## src/rtl/core/vgts_fifo.sv

```systemverilog
// vgts_fifo: small register queue with occupancy count, depth a power of two
// no dependencies; callers keep push within free space by credit
`default_nettype none

module vgts_fifo #(
  parameter int WIDTH = 8,
  parameter int DEPTH = 4
) (
  input  wire logic                       clk,
  input  wire logic                       rst_n,
  input  wire logic                       push,
  input  wire logic [WIDTH-1:0]           push_data,
  input  wire logic                       pop,
  output logic      [WIDTH-1:0]           pop_data,
  output logic                            empty,
  output logic      [$clog2(DEPTH+1)-1:0] count
);

  localparam int PTR_W = $clog2(DEPTH);
  localparam int CNT_W = $clog2(DEPTH + 1);

  logic [WIDTH-1:0] mem_r [DEPTH];
  logic [PTR_W-1:0] wp_r, rp_r;
  logic [CNT_W-1:0] cnt_r, cnt_nxt;

  assign cnt_nxt = cnt_r + CNT_W'(push) - CNT_W'(pop);

  always_ff @(posedge clk) begin
    if (!rst_n) begin
      wp_r  <= '0;
      rp_r  <= '0;
      cnt_r <= '0;
    end else begin
      if (push) begin
        wp_r <= wp_r + PTR_W'(1);
      end
      if (pop) begin
        rp_r <= rp_r + PTR_W'(1);
      end
      cnt_r <= cnt_nxt;
    end
  end

  always_ff @(posedge clk) begin
    if (push) begin
      mem_r[wp_r] <= push_data;
    end
  end

  assign pop_data = mem_r[rp_r];
  assign empty    = (cnt_r == '0);
  assign count    = cnt_r;

endmodule

`default_nettype wire

```

## config.mk

```make
export PLATFORM = sky130hd
export DESIGN_NAME = vgts_fifo
export DESIGN_NICKNAME = d
export VERILOG_FILES = /design/src/rtl/core/vgts_fifo.sv
export SDC_FILE = /design/constraint.sdc
export NUM_CORES = 1
export LEC_CHECK = 0
export BUFFER_PORTS_ARGS = -buffer_cell sky130_fd_sc_hd__buf_2
export CAP_MARGIN = 20
export CORE_UTILIZATION = 59
export CTS_CLUSTER_SIZE = 10
export DETAILED_ROUTE_END_ITERATION = 10
export GPL_ROUTABILITY_DRIVEN = 0
export GPL_TIMING_DRIVEN = 0
export PLACE_DENSITY = 0.87
export SYNTH_ARGS = -nofsm -noshare
export SYNTH_HDL_FRONTEND = slang
export SYNTH_SLANG_ARGS = --single-unit
```

## constraint.sdc

```tcl
create_clock -name clk -period 3 [get_ports clk]
set_input_delay 0.45 -clock clk [delete_from_list [all_inputs] [get_ports clk]]
set_output_delay 0.45 -clock clk [all_outputs]
set_load 0.005 [all_outputs]
```

==> impl_metrics.json <==
{
  "clock-sinks": 41,
  "antennaDiodeCount": 0,
  "clockBufferDepth": 2,
  "tightest_slew_ps": 439.6,
  "antenna_found_initial": 0,
  "routedWlPerCell_um": 16.55,
  "period_share_pct": 64.41,
  "synth-seq-area-share_pct": 71.59,
  "cp-start-kind": "register",
  "cts-root-buf": "clkbuf_4",
  "core_mm2": 0.002522,
  "critPathKind": "reg -> out",
  "dr.first_iter.drc_count": 22,
  "avgSynthCellArea_um2": 18.98,
  "fin_nets": 133,
  "fin_skew_ps": 10.01,
  "synth_area_mm2": 0.001594,
  "syn_inst": 84,
  "clk_latency_ps": 340,
  "crit_path_max_fanout": 8,
  "vias": 775,
  "slew_viol_final": 0,
  "drive_gt1_share_pct": 34.78,
  "cts.htree.levels": 2,
  "ys_types": 17,
  "p_leak_uw": 0.0006825,
  "critical_path_required_ps": 2550,
  "hold_buffers": 0,
  "ant_nets": 0,
  "maxCapViolCount": 0,
  "grt_pass1_wl_um": 3601,
  "cts_resized": 0,
  "setup-violations-final": 0,
  "ys_ff_latch": 41,
  "tns_ps": 0,
  "numPortBuffers": 23,
  "cp-end-kind": "primary output",
  "hold_path_startpoint": "push_data[2]",
  "hpwl_um": 1708,
  "ios": 24,
  "post_cts_buffers": 0,
  "status": "completed",
  "grt_pass1_vias": 773,
  "first_pass_iters": 4,
  "rows": 18,
  "final_common_cell": "edfxtp_1",
  "final_hold_viol_count": 0,
  "worstReg2RegStart": "count[0]",
  "clk_pin_slew_ps": 120,
  "crit_arrival_ps": 1480,
  "slew_headroom_pct": 70.69,
  "wl_um": 2400,
  "dieWidth_um": 53.98,
  "min_period_ps": 1932,
  "die_height_um": 53.98,
  "rsz0062_at_grt": "no",
  "grt-ovfl-total": 0,
  "grt_start_max_net_pins": 13,
  "syn2layout_area_growth_pct": 13.27,
  "ir_drop_mv": 0.4134,
  "drc": 0,
  "grt_usage_pct": 19.54,
  "p_per_area_mw_per_mm2": 623.1,
  "n_fill_cell": 167,
  "fin_cells": 145,
  "dp_cells": 137,
  "cts_tree": "done",
  "drt-vias-per-instance": 5.345,
  "most-common-layout-cells": "edfxtp_1 (32), buf_2 (23), dfxtp_1 (9)",
  "syn-num-nets": 103,
  "max_freq_ghz": 0.5175,
  "cts_buffers": 5,
  "ys_warn_count": 0,
  "dieArea_mm2": 0.002914,
  "hp-class": "in -> reg",
  "start_util_pct": 63.19
}
[path summary, 6_finish.rpt]
kind / endpoint / slack [ps] / cells past startpoint
hold / removal: mem_r[0][2] / 320 / 1
setup / recovery: pop_data[6] / 1070 / 3
setup reg to reg: count[2] / 1340 / 7
hold reg to reg: register / 540 / 2
[per-stage QoR]
stage	util (%)	area, um^2	worst slack [ps]	hold WS, ps	power [uW]
2_1_floorplan	-	1594	1391	499.3	790.1
3_3_place_gp	69.25	1747	1226	520.6	844.6
3_5_place_dp	69.25	1747	1116	537.4	862.6
4_1_cts	71.58	1805	1051	320.6	1129
5_1_grt	71.58	1805	987.2	309.2	1174
6_report	71.58	1805	1068	316.6	1125
[critical path: stages (launching register included)]
cell     delay [ps]
dfxtp_1         340
buf_6           160
mux4_2          510
buf_2           140
[Yosys cell counts]
cell type | n | area share [%]
xnor2_1 | 2 | 1.1
nor3_1 | 1 | 0.31
buf_6 | 1 | 0.71
inv_1 | 7 | 1.6
nand3b_1 | 1 | 0.47
clkbuf_2 | 1 | 0.31
a21bo_2 | 1 | 0.63
edfxtp_1 | 32 | 60
nor2_1 | 5 | 1.2
a21oi_1 | 1 | 0.31
fa_1 | 1 | 1.3
and2_1 | 6 | 2.4
mux4_2 | 8 | 11
ha_1 | 6 | 4.7
xor3_1 | 1 | 1.5
mux2i_1 | 1 | 0.63
dfxtp_1 | 9 | 11
[layout make-up]
type	instances	area [um^2]	area share [%]
sequential	41	1141	63.20
buffer	2	16.27	0.9009
timing repair buffer	23	115.1	6.376
tap	30	37.54	2.079
multi-input combinational	34	410.4	22.73
inverter	7	26.28	1.455
clock buffer	8	58.81	3.257
[power breakdown]
group	total, uW	switching (uW)	internal [uW]
Combinational	172	75.1	96.8
Clock	280	164	116
Sequential	673	21.0	652
[metal layers]
metal  track usage, %  part of all wire (%)  vias up  wire, um
met5                0                     0        -         0
met4            8.974                   1.8        0        44
met3            7.062                   4.1        7        99
met2            31.48                    50       18      1203
met1            23.42                    44      380      1053
li1                 -                     -      370         -
[cells by family after synthesis]
| kind of cell | count (synthesis) | synth area share, % |
|---|---|---|
| flops | 41 | 71.59 |
| fa+ha+maj | 7 | 5.965 |
| simple gates | 13 | 4.317 |
| xor+xnor | 3 | 2.590 |
| compound gates | 2 | 0.9416 |
| buf+inv | 9 | 2.669 |
| mux | 9 | 11.93 |
[sequential cells by signal, indices dropped and copies added, names as in the netlist, named ones only]
name,cells
count,3
wp_r,2
mem_r,32
rp_r,2
(Power assumes the default switching activity.)
