[src/rtl/core/vgts_pkg.sv]
// vgts_pkg: shared types and constants of the voxel grid trilinear sampler
// no dependencies; used by the top, vgts_front and vgts_back in rtl/core
`default_nettype none

package vgts_pkg;

  typedef enum logic {
    CMD_LOAD   = 1'b0,
    CMD_SAMPLE = 1'b1
  } cmd_t;

  typedef enum logic [1:0] {
    CFG_DIM_X   = 2'd0,
    CFG_DIM_Y   = 2'd1,
    CFG_DIM_Z   = 2'd2,
    CFG_CHAN_EN = 2'd3
  } cfg_index_t;

  localparam int DIM_W = 9;
  localparam int EN_W = 5;
  localparam int OUT_CHANNELS = 9;
  localparam int POS_W = 24;
  localparam int T_W = 19;
  localparam int IDX_W = 29;

  // enable bit that gates each output channel
  localparam logic [2:0] CH_GROUP [OUT_CHANNELS] = '{
    3'd0, 3'd1, 3'd2, 3'd3, 3'd3, 3'd3, 3'd4, 3'd4, 3'd4
  };

  typedef struct packed {
    logic               cmd;
    logic [3:0]         load_channel;
    logic [15:0]        load_address;
    logic signed [15:0] load_value;
    logic signed [23:0] pos_x;
    logic signed [23:0] pos_y;
    logic signed [23:0] pos_z;
  } in_item_t;

  typedef struct packed {
    logic signed [15:0] smoke_value;
    logic signed [15:0] fuel_value;
    logic signed [15:0] temperature_value;
    logic signed [15:0] velocity_x;
    logic signed [15:0] velocity_y;
    logic signed [15:0] velocity_z;
    logic signed [15:0] texture_u;
    logic signed [15:0] texture_v;
    logic signed [15:0] texture_w;
  } out_item_t;

  typedef struct packed {
    logic [DIM_W-1:0] dim_x;
    logic [DIM_W-1:0] dim_y;
    logic [DIM_W-1:0] dim_z;
    logic [EN_W-1:0]  chan_en;
  } cfg_t;

  typedef struct packed {
    logic               cmd;
    logic [3:0]         load_channel;
    logic [15:0]        load_address;
    logic signed [15:0] load_value;
  } load_t;

  // one neighbour after classification: inside the grid, x and y + dim_y*z
  typedef struct packed {
    logic             ok;
    logic [DIM_W-1:0] x;
    logic [T_W-1:0]   t;
  } nb_t;

endpackage

`default_nettype wire

[src/rtl/core/vgts_front.sv]
// vgts_front: takes input beats, floors positions, classifies the eight
// neighbours and forms their weights; two register stages; uses vgts_pkg
`default_nettype none

module vgts_front #(
  parameter int FRACTION_BITS = 8
) (
  input  wire logic                          clk,
  input  wire logic                          rst_n,
  input  wire logic                          accept,
  input  wire vgts_pkg::in_item_t            item,
  input  wire vgts_pkg::cfg_t                cfg,
  output logic      [1:0]                    inflight,
  output logic                               mid_valid,
  output vgts_pkg::load_t                    mid_load,
  output vgts_pkg::nb_t [7:0]                mid_nb,
  output logic      [7:0][3*FRACTION_BITS:0] mid_w
);

  localparam int F   = FRACTION_BITS;
  localparam int WA  = F + 1;
  localparam int WXY = 2 * F + 1;
  localparam int WW  = 3 * F + 1;
  localparam int WWX = 3 * F + 2;
  localparam int DW  = vgts_pkg::DIM_W;
  localparam int TW  = vgts_pkg::T_W;
  localparam logic [WA-1:0] W_ONE = WA'(1) << F;

  logic                va_r;
  vgts_pkg::in_item_t  item_a_r;
  logic                vb_r;
  vgts_pkg::load_t     load_b_r;
  logic                ok_b_r  [8];
  logic [DW-1:0]       x_b_r   [8];
  logic [DW-1:0]       y_b_r   [8];
  logic [DW-1:0]       z_b_r   [8];
  logic [WXY-1:0]      wxy_b_r [8];
  logic [WA-1:0]       wz_b_r  [8];

  logic signed [23:0]  pos [3];
  logic [DW-1:0]       dim [3];
  logic                ok_ax [3][2];
  logic [DW-1:0]       co_ax [3][2];
  logic [WA-1:0]       w_ax  [3][2];

  assign pos[0] = item_a_r.pos_x;
  assign pos[1] = item_a_r.pos_y;
  assign pos[2] = item_a_r.pos_z;
  assign dim[0] = cfg.dim_x;
  assign dim[1] = cfg.dim_y;
  assign dim[2] = cfg.dim_z;

  always_comb begin
    logic signed [23:0] corner;
    logic signed [24:0] c;
    logic [F-1:0]       frac;
    for (int a = 0; a < 3; a++) begin
      corner = pos[a] >>> F;
      frac   = pos[a][F-1:0];
      for (int d = 0; d < 2; d++) begin
        c           = {corner[23], corner} + 25'(d);
        ok_ax[a][d] = !c[24] && (c[23:0] < {15'b0, dim[a]});
        co_ax[a][d] = c[DW-1:0];
      end
      w_ax[a][0] = W_ONE - {1'b0, frac};
      w_ax[a][1] = {1'b0, frac};
    end
  end

  always_ff @(posedge clk) begin
    if (!rst_n) begin
      va_r <= 1'b0;
      vb_r <= 1'b0;
    end else begin
      va_r <= accept;
      vb_r <= va_r;
    end
  end

  always_ff @(posedge clk) begin
    logic [2*WA-1:0] wxy;
    if (accept) begin
      item_a_r <= item;
    end
    load_b_r.cmd          <= item_a_r.cmd;
    load_b_r.load_channel <= item_a_r.load_channel;
    load_b_r.load_address <= item_a_r.load_address;
    load_b_r.load_value   <= item_a_r.load_value;
    for (int n = 0; n < 8; n++) begin
      wxy        = w_ax[0][n & 1] * w_ax[1][(n >> 1) & 1];
      ok_b_r[n]  <= ok_ax[0][n & 1] && ok_ax[1][(n >> 1) & 1] && ok_ax[2][(n >> 2) & 1];
      x_b_r[n]   <= co_ax[0][n & 1];
      y_b_r[n]   <= co_ax[1][(n >> 1) & 1];
      z_b_r[n]   <= co_ax[2][(n >> 2) & 1];
      wxy_b_r[n] <= wxy[WXY-1:0];
      wz_b_r[n]  <= w_ax[2][(n >> 2) & 1];
    end
  end

  always_comb begin
    logic [WWX-1:0] wfull;
    for (int n = 0; n < 8; n++) begin
      wfull        = WWX'(wxy_b_r[n]) * WWX'(wz_b_r[n]);
      mid_w[n]     = wfull[WW-1:0];
      mid_nb[n].ok = ok_b_r[n];
      mid_nb[n].x  = x_b_r[n];
      mid_nb[n].t  = TW'(y_b_r[n]) + TW'(cfg.dim_y) * TW'(z_b_r[n]);
    end
  end

  assign mid_valid = vb_r;
  assign mid_load  = load_b_r;
  assign inflight  = {1'b0, va_r} + {1'b0, vb_r};

endmodule

`default_nettype wire

[config.mk]
export PLATFORM = sky130hd
export DESIGN_NAME = vgts_front
export DESIGN_NICKNAME = d
export VERILOG_FILES = /design/src/rtl/core/vgts_pkg.sv /design/src/rtl/core/vgts_front.sv
export SDC_FILE = /design/constraint.sdc
export NUM_CORES = 2
export LEC_CHECK = 0
export BUFFER_PORTS_ARGS = -buffer_cell sky130_fd_sc_hd__buf_2
export CORE_MARGIN = 4
export CORE_UTILIZATION = 50
export CTS_BUF_LIST = sky130_fd_sc_hd__clkbuf_8
export CTS_CLUSTER_DIAMETER = 120
export DETAILED_ROUTE_END_ITERATION = 6
export PLACE_DENSITY_LB_ADDON = 0.12
export RECOVER_POWER = 50
export SLEW_MARGIN = 20
export SYNTH_ARGS = -nofsm -noshare
export SYNTH_HDL_FRONTEND = slang
export SYNTH_SLANG_ARGS = --single-unit
[constraint.sdc]
create_clock -name clk -period 6 [get_ports clk]
set_input_delay 0.3 -clock clk [delete_from_list [all_inputs] [get_ports clk]]
set_output_delay 0.3 -clock clk [all_outputs]
set_load 0.02 [all_outputs]
==> results.cfg <==
[synth]
synthArstFlopShare_pct = 0
synth_ff_type = dfxtp_1
yosys-top-cells-area = fa_1, ha_1, inv_1
synth_top_area_cell = fa_1
synth_cell_type_count = 74
synth_top_area_share_pct = 34.56
yosysSeqAreaShare_pct = 11.18
ys_ff_latch = 290
syn_area_sq_mm = 0.06170
avgSynthCellArea_sq_um = 8.969
synth_edf_count = 109
ys_warn_count = 0
syn-num-nets = 8830
synthCells = 6879

[sta]
setup_violations = 16
clock.fmax_mhz = 160.3
fin_crit_ps = 6238
worst_pin_slew_ps = 3306
hold_viol = 0
rsz0062_at_grt = yes
max_slew_margin_pct = -120.4
fin_skew_ps = 58.05
fin_ws_ps = -237.9
slew_viol_final = 113
tns_ps = -1810
min_period_over_period_pct = 104.0

[clock_network]
cts_sinks = 290
numCtsBuffers = 53
cts_tree = yes
clk_path_buf_depth = 3
clk_latency_ps = 710
h-tree-depth = 2
clk_pin_slew_ps = 70
clock-root-buffer = clkbuf_8

[routing]
vias = 48200
wire_per_inst_um = 18.47
drc = 0
drt-total-wl_mm = 174.2
dr.first_iter.drc_count = 2533
drtAntennaViolNets = 0
firstDrtPassIters = 7
avgViaCountPerCell = 5.112

[worst_setup_path]
ff2ff_setup_slack_ps = 180
end_kind = output pin
r2r_start = item_a_r[48]
worstRegToRegCells = 22
reg2reg_to = wxy_b_r[0][16]
path_class = reg2out
cp_max_fo = 6
worst_setup_path_start_kind = register
crit_arrival_ps = 5940
worstPathRequired_ps = 5700

[global_routing]
grt_pass1_vias = 51180
grt_max_degree = 59
grt_usage_pct = 26.86
antenna_found_initial = 9
grt-ovfl-total = 0
grt_first_pass_wirelength_mm = 278.9

[final_layout]
layout-drive-gt1-share_pct = 20.70
final_common_cell = inv_1
area_delta_synth_final_pct = 21.43
fillers = 10600
final_cell_mix = inv_1, fa_1, and2_1
final_nets = 9706

[hold_path]
whs_endpoint = ok_b_r[1][1]
hold_depth = 6
hp-class = in2reg
min_from = cfg[31]

[die]
core_area_sq_mm = 0.1222
die_h_um = 359.3
pin_count = 616
start_util_pct = 50.49
dieArea_sq_mm = 0.1291
fp.dieW_um = 359.3
rows = 128

[placed_design]
portBuffers = 610
dpl.hpwl_mm = 136.4
gp_congestion = 0.8879

[flow_run]
maxCapViolCount = 2

[status]
status = finished, violations left
violations = capacitance limit, slew limit, setup timing
[worst max-delay path by stage]
stage / cells past startpoint / to / startpoint
after CTS: 21 / mid_w[49] / wxy_b_r[0][22]
after global placement: 20 / mid_w[99] / wz_b_r[0][27]
after detailed placement: 20 / mid_w[99] / wz_b_r[0][27]
after floorplan: 23 / wxy_b_r[0][16] / item_a_r[25]
final: 20 / mid_w[21] / wz_b_r[0][28]
after global routing: 21 / mid_w[21] / wz_b_r[0][28]
[stage by stage]
step	setup WS, ps	utilization, %	hold slack, ps	cells	area (sq um)
after floorplan	215.5	-	323.3	6879	61700
after global placement	97.76	55.22	324.3	9036	67470
after detailed placement	103.2	55.22	328.1	9036	67470
after CTS	-231.6	59.32	128.4	9344	72490
after global routing	-431.4	61.30	192.3	9425	74910
final	-237.9	61.31	174.4	9429	74920
[per-layer routing]
layer | share of wire [%] | vias up | track usage [%]
li1 | - | 22470 | -
met1 | 43 | 24100 | 35.62
met2 | 47 | 1377 | 44.72
met3 | 6.6 | 253 | 5.232
met4 | 3.6 | 2 | 8.078
met5 | 0.0063 | - | 0
[registers in the layout, summed over array words and instances, names as in the netlist]
name,cells
x_b_r,18
va_r,1
mid_load,37
wz_b_r,16
wxy_b_r,64
z_b_r,18
item_a_r,109
mid_valid,1
y_b_r,18
ok_b_r,8
[cell usage after synthesis (all sizes together) (17+ instances only)]
master / instances
ha: 742
o21bai: 24
nor4: 17
nor3: 44
inv: 1526
a21boi: 18
nor2: 177
dfxtp: 181
and3: 23
xor2: 82
clkbuf: 257
fa: 1065
nor2b: 33
a21oi: 182
a211oi: 17
o21a: 30
a21o: 79
o21ai: 116
nand2: 717
nand4: 20
edfxtp: 109
and2: 821
a31oi: 22
buf: 141
nand3: 51
xnor2: 229
nand2b: 23
[cell families after synthesis]
logic type	synth area share, %
xor+xnor	4.415
mux	0.08517
simple gates	16.24
buf+inv	12.54
compound gates	5.932
fa+ha+maj	49.60
flops	11.18
[critical path, cell delays in order, from the launching register on]
cell	delay, ps
dfxtp_4	380
buf_12	160
clkbuf_16	160
buf_4	140
and2_1	140
fa_1	500
fa_1	530
inv_1	60
fa_1	560
fa_1	420
inv_2	100
ha_4	210
and3_4	180
and3_1	210
o211ai_1	170
a31oi_2	210
or4_4	470
a31o_2	250
a21oi_2	140
xnor2_1	120
buf_4	160
[repair_timing]
action                                  CTS  global route
gates resized for setup                 419           468
cloned                                    9             4
hold buffers                            110             0
pin swaps                               135           223
endpoints found under the setup margin  124           139
endpoints found under the hold margin   111             0
setup buffers                            92            86
[layout make-up]
class / count / area [sq um] / share of cell area (%)
repair buffers: 1219 / 9125 / 12.18
multi-input cells: 4665 / 49720 / 66.37
well taps: 1625 / 2033 / 2.714
flip-flops and latches: 290 / 7094 / 9.469
inverters: 1526 / 5728 / 7.645
clock buffers: 58 / 798.3 / 1.065
diodes: 6 / 15.01 / 0.02004
clock inverters: 40 / 405.4 / 0.5411
Power is left out: the tool's default activity adds up to more than one toggle a clock period on the data nets, which glitch-free logic cannot reach.
